### src/rtl/mtfbc_pkg.sv
// shared types and constants of the move-to-front block cache
// no dependencies
package mtfbc_pkg;

  localparam int KEY_W    = 64;
  localparam int OFF_W    = 48;
  localparam int HANDLE_W = 16;
  localparam int SIZE_W   = 4;

  typedef enum logic {
    MODE_LOOKUP = 1'b0,
    MODE_INSERT = 1'b1
  } mode_t;

  typedef struct packed {
    logic [KEY_W-1:0]    key_high;
    logic [KEY_W-1:0]    key_low;
    logic [OFF_W-1:0]    blk_offset;
    logic [HANDLE_W-1:0] buffer_handle;
    logic                occupied;
  } slot_t;

  typedef struct packed {
    logic              capture;
    logic              commit;
    logic              insert;
    logic [SIZE_W-1:0] size;
    logic [SIZE_W-1:0] limit;
  } cell_ctrl_t;

endpackage

### src/rtl/mtfbc_ifs.sv
// channel interfaces: request, response and configuration write
// depends on mtfbc_pkg
interface mtfbc_req_if;
  import mtfbc_pkg::*;
  logic                valid;
  logic                ready;
  logic                mode;
  logic [KEY_W-1:0]    key_high;
  logic [KEY_W-1:0]    key_low;
  logic [OFF_W-1:0]    blk_offset;
  logic [HANDLE_W-1:0] buffer_handle;

  modport source (output valid, mode, key_high, key_low, blk_offset, buffer_handle,
                  input ready);
  modport sink (input valid, mode, key_high, key_low, blk_offset, buffer_handle,
                output ready);
endinterface

interface mtfbc_rsp_if;
  import mtfbc_pkg::*;
  logic                valid;
  logic                ready;
  logic                hit;
  logic [HANDLE_W-1:0] found_handle;
  logic                evicted_valid;
  logic [HANDLE_W-1:0] evicted_handle;

  modport source (output valid, hit, found_handle, evicted_valid, evicted_handle,
                  input ready);
  modport sink (input valid, hit, found_handle, evicted_valid, evicted_handle,
                output ready);
endinterface

interface mtfbc_cfg_if;
  import mtfbc_pkg::*;
  logic              valid;
  logic              ready;
  logic [SIZE_W-1:0] data;

  modport source (output valid, data, input ready);
  modport sink (input valid, data, output ready);
endinterface

### src/rtl/mtfbc_cell.sv
// one cache slot: holds an entry, compares it, shifts from its front neighbor
// depends on mtfbc_pkg
module mtfbc_cell #(
  parameter int IDX = 0
) (
  input  logic               clk,
  input  logic               rst,
  input  mtfbc_pkg::cell_ctrl_t ctrl,
  input  mtfbc_pkg::slot_t   cmp_key,
  input  logic               hit_any,
  input  mtfbc_pkg::slot_t   prev_slot,
  input  logic               before_in,
  input  mtfbc_pkg::slot_t   sel_in,
  output mtfbc_pkg::slot_t   slot_q,
  output logic               before_out,
  output mtfbc_pkg::slot_t   sel_out
);
  import mtfbc_pkg::*;

  logic [KEY_W-1:0]    key_high_q;
  logic [KEY_W-1:0]    key_low_q;
  logic [OFF_W-1:0]    offset_q;
  logic [HANDLE_W-1:0] handle_q;
  logic                occupied;
  logic                match;
  logic                in_range;
  logic                key_eq;
  logic                first;
  logic                pick;
  logic                shift;
  logic                load;

  assign slot_q = '{key_high: key_high_q, key_low: key_low_q, blk_offset: offset_q,
                    buffer_handle: handle_q, occupied: occupied};

  // compare against the incoming key, only inside the searched range
  assign in_range = 32'(IDX) < 32'(ctrl.limit);
  assign key_eq   = (key_high_q == cmp_key.key_high) && (key_low_q == cmp_key.key_low) &&
                    (offset_q == cmp_key.blk_offset);

  // front-first priority chain
  assign before_out = before_in | match;
  assign first      = match & ~before_in;

  // pick the hit entry on lookup, the last configured slot on insert
  always_comb begin
    if (ctrl.insert) begin
      pick  = (32'(IDX) + 32'd1) == 32'(ctrl.size);
      shift = 32'(IDX) < 32'(ctrl.size);
    end else begin
      pick  = first;
      shift = hit_any & ~before_in;
    end
  end

  assign sel_out = pick ? slot_t'(sel_in | slot_q) : sel_in;
  assign load    = ctrl.commit & shift;

  // control bits
  always_ff @(posedge clk) begin
    if (rst) begin
      occupied <= 1'b0;
      match    <= 1'b0;
    end else begin
      if (ctrl.capture) begin
        match <= in_range && occupied && key_eq;
      end
      if (load) begin
        occupied <= prev_slot.occupied;
      end
    end
  end

  // entry payload
  always_ff @(posedge clk) begin
    if (load) begin
      key_high_q <= prev_slot.key_high;
      key_low_q  <= prev_slot.key_low;
      offset_q   <= prev_slot.blk_offset;
      handle_q   <= prev_slot.buffer_handle;
    end
  end

endmodule

### src/rtl/move_to_front_block_cache_core.sv
// Move-to-front block cache: a row of slot cells, slot 0 most recent.
// An accepted item is compared into the match flags, then committed, once the result register is free.
// A new item is taken only after the last one has committed; the commit runs the priority and
// select chain through all CACHE_DEPTH cells.
// Reset: synchronous; clears occupied bits, used count and size.
module move_to_front_block_cache_core #(
  parameter int CACHE_DEPTH = 8
) (
  input  logic        clk,
  input  logic        rst,
  mtfbc_cfg_if.sink   cfg,
  mtfbc_req_if.sink   req,
  mtfbc_rsp_if.source rsp
);
  import mtfbc_pkg::*;

  logic              busy;
  logic [SIZE_W-1:0] active_entries;
  logic [SIZE_W-1:0] used_count;
  logic [SIZE_W-1:0] size;
  logic [SIZE_W-1:0] limit;
  slot_t             req_q;
  logic              req_insert;
  logic              accept;
  logic              commit;
  slot_t             cmp_key;
  slot_t             front;
  cell_ctrl_t        ctrl;
  logic              hit_any;

  logic                rsp_valid;
  logic                hit_q;
  logic [HANDLE_W-1:0] found_q;
  logic                evicted_valid_q;
  logic [HANDLE_W-1:0] evicted_q;

  logic  before_c [0:CACHE_DEPTH];
  slot_t sel_c    [0:CACHE_DEPTH];
  slot_t slot_c   [0:CACHE_DEPTH-1];

  // configuration write, always taken
  assign cfg.ready = 1'b1;
  always_ff @(posedge clk) begin
    if (rst) begin
      active_entries <= '0;
    end else if (cfg.valid) begin
      active_entries <= cfg.data;
    end
  end

  // effective size and search limit
  always_comb begin
    if (32'(active_entries) > 32'(CACHE_DEPTH)) begin
      size = SIZE_W'(CACHE_DEPTH);
    end else begin
      size = active_entries;
    end
    limit = (used_count < size) ? used_count : size;
  end

  // handshake
  assign req.ready = ~busy;
  assign accept    = req.valid & ~busy;
  assign commit    = busy & (~rsp_valid | rsp.ready);

  assign cmp_key = '{key_high: req.key_high, key_low: req.key_low,
                     blk_offset: req.blk_offset, buffer_handle: req.buffer_handle,
                     occupied: 1'b1};

  assign ctrl = '{capture: accept, commit: commit, insert: req_insert,
                  size: size, limit: limit};

  // cell chain
  assign before_c[0] = 1'b0;
  assign sel_c[0]    = '0;
  assign hit_any     = before_c[CACHE_DEPTH];
  assign front       = req_insert ? req_q : sel_c[CACHE_DEPTH];

  for (genvar i = 0; i < CACHE_DEPTH; i++) begin : g_cell
    mtfbc_cell #(.IDX(i)) u_cell (
      .clk        (clk),
      .rst        (rst),
      .ctrl       (ctrl),
      .cmp_key    (cmp_key),
      .hit_any    (hit_any),
      .prev_slot  ((i == 0) ? front : slot_c[(i == 0) ? 0 : i - 1]),
      .before_in  (before_c[i]),
      .sel_in     (sel_c[i]),
      .slot_q     (slot_c[i]),
      .before_out (before_c[i+1]),
      .sel_out    (sel_c[i+1])
    );
  end

  // request capture and busy flag
  always_ff @(posedge clk) begin
    if (rst) begin
      busy       <= 1'b0;
      used_count <= '0;
    end else begin
      if (accept) begin
        busy <= 1'b1;
      end else if (commit) begin
        busy <= 1'b0;
        if (req_insert && (used_count < size)) begin
          used_count <= used_count + SIZE_W'(1);
        end
      end
    end
  end

  always_ff @(posedge clk) begin
    if (accept) begin
      req_q      <= cmp_key;
      req_insert <= (req.mode == MODE_INSERT);
    end
  end

  // result register
  always_ff @(posedge clk) begin
    if (rst) begin
      rsp_valid <= 1'b0;
    end else if (commit) begin
      rsp_valid <= 1'b1;
    end else if (rsp.ready) begin
      rsp_valid <= 1'b0;
    end
  end

  always_ff @(posedge clk) begin
    if (commit) begin
      if (req_insert) begin
        hit_q   <= 1'b0;
        found_q <= '0;
        if ((size != '0) && sel_c[CACHE_DEPTH].occupied) begin
          evicted_valid_q <= 1'b1;
          evicted_q       <= sel_c[CACHE_DEPTH].buffer_handle;
        end else begin
          evicted_valid_q <= 1'b0;
          evicted_q       <= '0;
        end
      end else begin
        hit_q           <= hit_any;
        found_q         <= hit_any ? sel_c[CACHE_DEPTH].buffer_handle : '0;
        evicted_valid_q <= 1'b0;
        evicted_q       <= '0;
      end
    end
  end

  assign rsp.valid          = rsp_valid;
  assign rsp.hit            = hit_q;
  assign rsp.found_handle   = found_q;
  assign rsp.evicted_valid  = evicted_valid_q;
  assign rsp.evicted_handle = evicted_q;

endmodule

### src/flat_wrapper.sv
// flat-port wrapper written by rule: the top's interface ports become plain ports
module move_to_front_block_cache_core_flat import mtfbc_pkg::*;
#(
  parameter int CACHE_DEPTH = 8
)
  (clk, rst, cfg_valid, cfg_data, cfg_ready, req_valid, req_mode, req_key_high, req_key_low, req_blk_offset, req_buffer_handle, req_ready, rsp_valid, rsp_hit, rsp_found_handle, rsp_evicted_valid, rsp_evicted_handle, rsp_ready);
  mtfbc_cfg_if cfg_i ();
  mtfbc_req_if req_i ();
  mtfbc_rsp_if rsp_i ();
  input  logic clk;
  input  logic rst;
  input wire logic [$bits(cfg_i.valid)-1:0] cfg_valid;
  input wire logic [$bits(cfg_i.data)-1:0] cfg_data;
  output wire logic [$bits(cfg_i.ready)-1:0] cfg_ready;
  input wire logic [$bits(req_i.valid)-1:0] req_valid;
  input wire logic [$bits(req_i.mode)-1:0] req_mode;
  input wire logic [$bits(req_i.key_high)-1:0] req_key_high;
  input wire logic [$bits(req_i.key_low)-1:0] req_key_low;
  input wire logic [$bits(req_i.blk_offset)-1:0] req_blk_offset;
  input wire logic [$bits(req_i.buffer_handle)-1:0] req_buffer_handle;
  output wire logic [$bits(req_i.ready)-1:0] req_ready;
  output wire logic [$bits(rsp_i.valid)-1:0] rsp_valid;
  output wire logic [$bits(rsp_i.hit)-1:0] rsp_hit;
  output wire logic [$bits(rsp_i.found_handle)-1:0] rsp_found_handle;
  output wire logic [$bits(rsp_i.evicted_valid)-1:0] rsp_evicted_valid;
  output wire logic [$bits(rsp_i.evicted_handle)-1:0] rsp_evicted_handle;
  input wire logic [$bits(rsp_i.ready)-1:0] rsp_ready;
  assign cfg_i.valid = cfg_valid;
  assign cfg_i.data = cfg_data;
  assign cfg_ready = cfg_i.ready;
  assign req_i.valid = req_valid;
  assign req_i.mode = req_mode;
  assign req_i.key_high = req_key_high;
  assign req_i.key_low = req_key_low;
  assign req_i.blk_offset = req_blk_offset;
  assign req_i.buffer_handle = req_buffer_handle;
  assign req_ready = req_i.ready;
  assign rsp_valid = rsp_i.valid;
  assign rsp_hit = rsp_i.hit;
  assign rsp_found_handle = rsp_i.found_handle;
  assign rsp_evicted_valid = rsp_i.evicted_valid;
  assign rsp_evicted_handle = rsp_i.evicted_handle;
  assign rsp_i.ready = rsp_ready;
  move_to_front_block_cache_core #(.CACHE_DEPTH(CACHE_DEPTH)) u_core (.clk(clk), .rst(rst), .cfg(cfg_i), .req(req_i), .rsp(rsp_i));
endmodule
### config.mk
export PLATFORM = sky130hd
export DESIGN_NAME = move_to_front_block_cache_core_flat
export DESIGN_NICKNAME = d
export VERILOG_FILES = /design/src/rtl/mtfbc_pkg.sv /design/src/rtl/mtfbc_ifs.sv /design/src/rtl/mtfbc_cell.sv /design/src/rtl/move_to_front_block_cache_core.sv /design/src/flat_wrapper.sv
export SDC_FILE = /design/constraint.sdc
export NUM_CORES = 2
export LEC_CHECK = 0
export BUFFER_PORTS_ARGS = -buffer_cell sky130_fd_sc_hd__buf_2
export CAP_MARGIN = 30
export CORE_AREA = 4 4 523 525
export CTS_CLUSTER_DIAMETER = 100
export DETAILED_ROUTE_END_ITERATION = 7
export DIE_AREA = 0 0 527 529
export PLACE_DENSITY = 0.45
export SYNTH_ARGS = -nofsm -noshare
export SYNTH_HDL_FRONTEND = slang
export SYNTH_SLANG_ARGS = --single-unit
export TNS_END_PERCENT = 100
### constraint.sdc
create_clock -name clk -period 29.3 [get_ports clk]
set_input_delay 5.86 -clock clk [delete_from_list [all_inputs] [get_ports clk]]
set_output_delay 5.86 -clock clk [all_outputs]
set_load 0.005 [all_outputs]
==> reports/metrics.cfg <==
[clock_tree]
cts_buffers = 216
post_cts_buffers = 0
clockBufferDepth = 4
cts_tree = built
cts_max_level = 4
cts_resized = 0
clkLatencyLatePin_ns = 0.93
clk_pin_slew_ns = 0.06
cts_root_buffer = clkbuf_16
cts_hold_buf = 0
clock_sinks = 1789

[setup_path]
cp-end-kind = register
cp.arrival_ns = 9.28
start_kind = input port
critPathLaunch = rsp_ready
r2r_end = u_core.g_cell[0].u_cell.key_high_q[13]
worstPathMaxFanout = 42
crit_required_ns = 29.76
reg2reg_from = u_core.req_insert
timing.setup.critical_path_class = input port to register
rrSetupSlack_ns = 23.63
ff2ff_path_depth = 7

[sta]
hold_viol = 0
fin_crit_sh_pct = 30.1
final.setup.tns_ns = 0
period_minus_slack_ns = 8.82
tightestPinTransition_ns = 1.37
fmax_mhz = 113
maxSlewViolCount = 0
rsz0062_at_grt = false
final-setup-viol-count = 0
max-slew-margin-rel_pct = 8.43
clock_skew_ns = 0.0973

[global_route]
grt-ovfl-total = 0
grt_max_degree = 107
grt_pass1_wl_um = 662000
grt_util_all_layers_pct = 37.0
antenna_found_initial = 116
grt_pass1_vias = 55601

[logic_synthesis]
synth_edf_count = 1763
syn-cell-area_um2 = 80400
synthArstFlopShare_pct = 0
synth.net_count = 5754
synth-seq-cells = 1789
synth.distinct_cells = 58
synthCells = 5548
yosys_warnings = 0
syn_area_per_cell_um2 = 14.5
ys_seq_area_share_pct = 66.5
synth-main-ff-cell = edfxtp_1

[floorplan]
num_rows = 191
die_y_um = 529
core_um2 = 269000
dieArea_um2 = 279000
die_x_um = 527
io_pins = 239
initial_core_util_pct = 29.8

[placed_design]
dp.final_hpwl_um = 408000
port_buffers = 237
gp_congestion = 1.16
dp_cells = 9229

[cells_and_area]
drive_gt1_share_pct = 14.8
nFillCells = 26238
area_delta_synth_final_pct = 17.2
layout.nets = 6101
final_cells = 9703

[drt]
viasPerCell = 6.39
drtIter0Drc = 11628
num_vias = 62001
drc = 0
wl_per_cell_um = 55.1
first_pass_iters = 8
ant_nets = 0
wl_um = 535000

[power]
power.leakage_uw = 0.0305
p_per_area_nw_per_um2 = 67.5
peakVddDrop_uv = 49.6

[run_status]
status = completed

[min_path]
hold_depth = 0
min_from = u_core.g_cell[2].u_cell.key_low_q[49]
hold_class = register to register
holdPathEnd = u_core.g_cell[3].u_cell.key_low_q[49]

[flow_run]
drv_cap = 0

-- metal layers --
metal	GRT usage, %	vias to the layer above	wire, µm
met5	0	-	322
met4	23.7	44	42100
met3	11.4	1055	60900
met2	52.0	5276	218000
met1	49.2	33005	213000
li1	-	22621	-
-- worst max-delay path, stage by stage --
cell	delay (ns)
buf_2	0.07
nand2b_1	0.11
nand2_1	0.42
a211oi_4	0.32
buf_4	0.59
buf_4	0.81
buf_4	0.81
-- power by group --
part / switching [µW] / internal (µW)
sequential: 71.0 / 2900
clock: 1180 / 1470
combinational: 579 / 163
total: 1830 / 4530
-- placed cells by master, fill, tap and decap left out, drive strengths merged, types with 31 or more instances in the layout --
cell     netlist  layout
nand4        179     179
diode          0      68
xnor2        444     444
o22ai         44      44
nand2        179     179
buf           54     530
inv          134     143
a221oi       350     350
a2bb2oi      177     177
nand3         31      31
xor2         823     823
clkinv         2      88
clkbuf       350     276
a22oi        365     365
edfxtp      1763    1763
a21oi         47      47
nor2          87      87
a221o         48      48
nor4         256     256
-- area by class of cell --
| class | instances | area [µm²] | share of cell area (%) |
|---|---|---|---|
| sequential | 1789 | 53500 | 56.8 |
| timing repair buffer | 533 | 3530 | 3.74 |
| clock buffer | 273 | 5680 | 6.03 |
| tap | 3570 | 4470 | 4.74 |
| multi-input combinational | 3219 | 25400 | 27.0 |
| antenna | 68 | 170 | 0.181 |
| clock inverter | 115 | 956 | 1.01 |
| inverter | 136 | 526 | 0.558 |
-- Yosys cell counts (21+ instances only) --
| master | n | area, µm² |
|---|---|---|
| nor2_1 | 87 | 327 |
| a2bb2oi_1 | 177 | 1550 |
| dfxtp_1 | 26 | 521 |
| o2bb2ai_1 | 27 | 236 |
| inv_1 | 134 | 503 |
| nor4_1 | 256 | 1600 |
| edfxtp_1 | 1763 | 52900 |
| a221oi_1 | 350 | 3070 |
| buf_2 | 33 | 165 |
| nand3_1 | 30 | 150 |
| nand4_1 | 179 | 1120 |
| clkbuf_1 | 350 | 1310 |
| a222oi_1 | 21 | 210 |
| xnor2_1 | 444 | 3890 |
| xor2_1 | 823 | 7210 |
| a221o_1 | 48 | 480 |
| a21oi_1 | 47 | 235 |
| nand2_1 | 179 | 672 |
| a22oi_1 | 365 | 2740 |
| o22ai_1 | 43 | 269 |
-- state kept, by name, indices dropped and copies added (netlist names) --
register and cells:
u_core.rsp.evicted_valid 1, u_core.active_entries 4, u_core.req_insert 1, u_core.g_cell.u_cell.match 8, u_core.g_cell.u_cell.occupied 8, u_core.busy 1, u_core.g_cell.u_cell.offset_q 384, u_core.rsp.hit 1
u_core.g_cell.u_cell.handle_q 128, u_core.g_cell.u_cell.key_high_q 512, u_core.used_count 4, u_core.rsp.evicted_handle 16, u_core.req_q 192, u_core.rsp.valid 1, u_core.rsp.found_handle 16, u_core.g_cell.u_cell.key_low_q 512
-- through the flow --
| step | setup WS [ns] | cell area [µm²] | hold slack, ns | utilization, % | power (µW) |
|---|---|---|---|---|---|
| 6_report | 20.48 | 94200 | 0.443 | 35.0 | 6360 |
| 5_1_grt | 20.46 | 94100 | 0.457 | 34.9 | 6450 |
| 4_1_cts | 20.55 | 93900 | 0.448 | 34.9 | 6330 |
| 3_5_place_dp | 19.65 | 87300 | 0.435 | 32.4 | 3720 |
| 3_3_place_gp | 19.65 | 86500 | 0.432 | 32.1 | 3710 |
| 2_1_floorplan | 7.47 | 80400 | 0.425 | - | 3290 |
-- worst max-delay path by stage --
stage | endpoint | slack, ns | cells past startpoint
3_3_place_gp | u_core.g_cell[1].u_cell.key_low_q[59] | 19.65 | 7
2_1_floorplan | u_core.g_cell[2].u_cell.occupied | 7.47 | 5
3_5_place_dp | u_core.g_cell[1].u_cell.key_low_q[59] | 19.65 | 7
6_report | u_core.g_cell[1].u_cell.offset_q[14] | 20.48 | 7
4_1_cts | u_core.g_cell[1].u_cell.offset_q[10] | 20.55 | 7
5_1_grt | u_core.g_cell[1].u_cell.key_high_q[14] | 20.46 | 7
-- cells by family (layout without fill, tap and decap cells) --
family | after synthesis | count (layout) | share of synthesized area [%]
DFF | 1789 | 1789 | 66.5
xor gates and xnor gates | 1267 | 1267 | 13.8
AOI/OAI and AO/OA | 1155 | 1155 | 11.7
and+or+nand+nor | 779 | 779 | 5.19
buffers and inverters | 540 | 1057 | 2.58
muxes | 13 | 13 | 0.162
adders and majority gates | 4 | 4 | 0.0623
other | 1 | 69 | 0.00466
(Power assumes the default switching activity.)
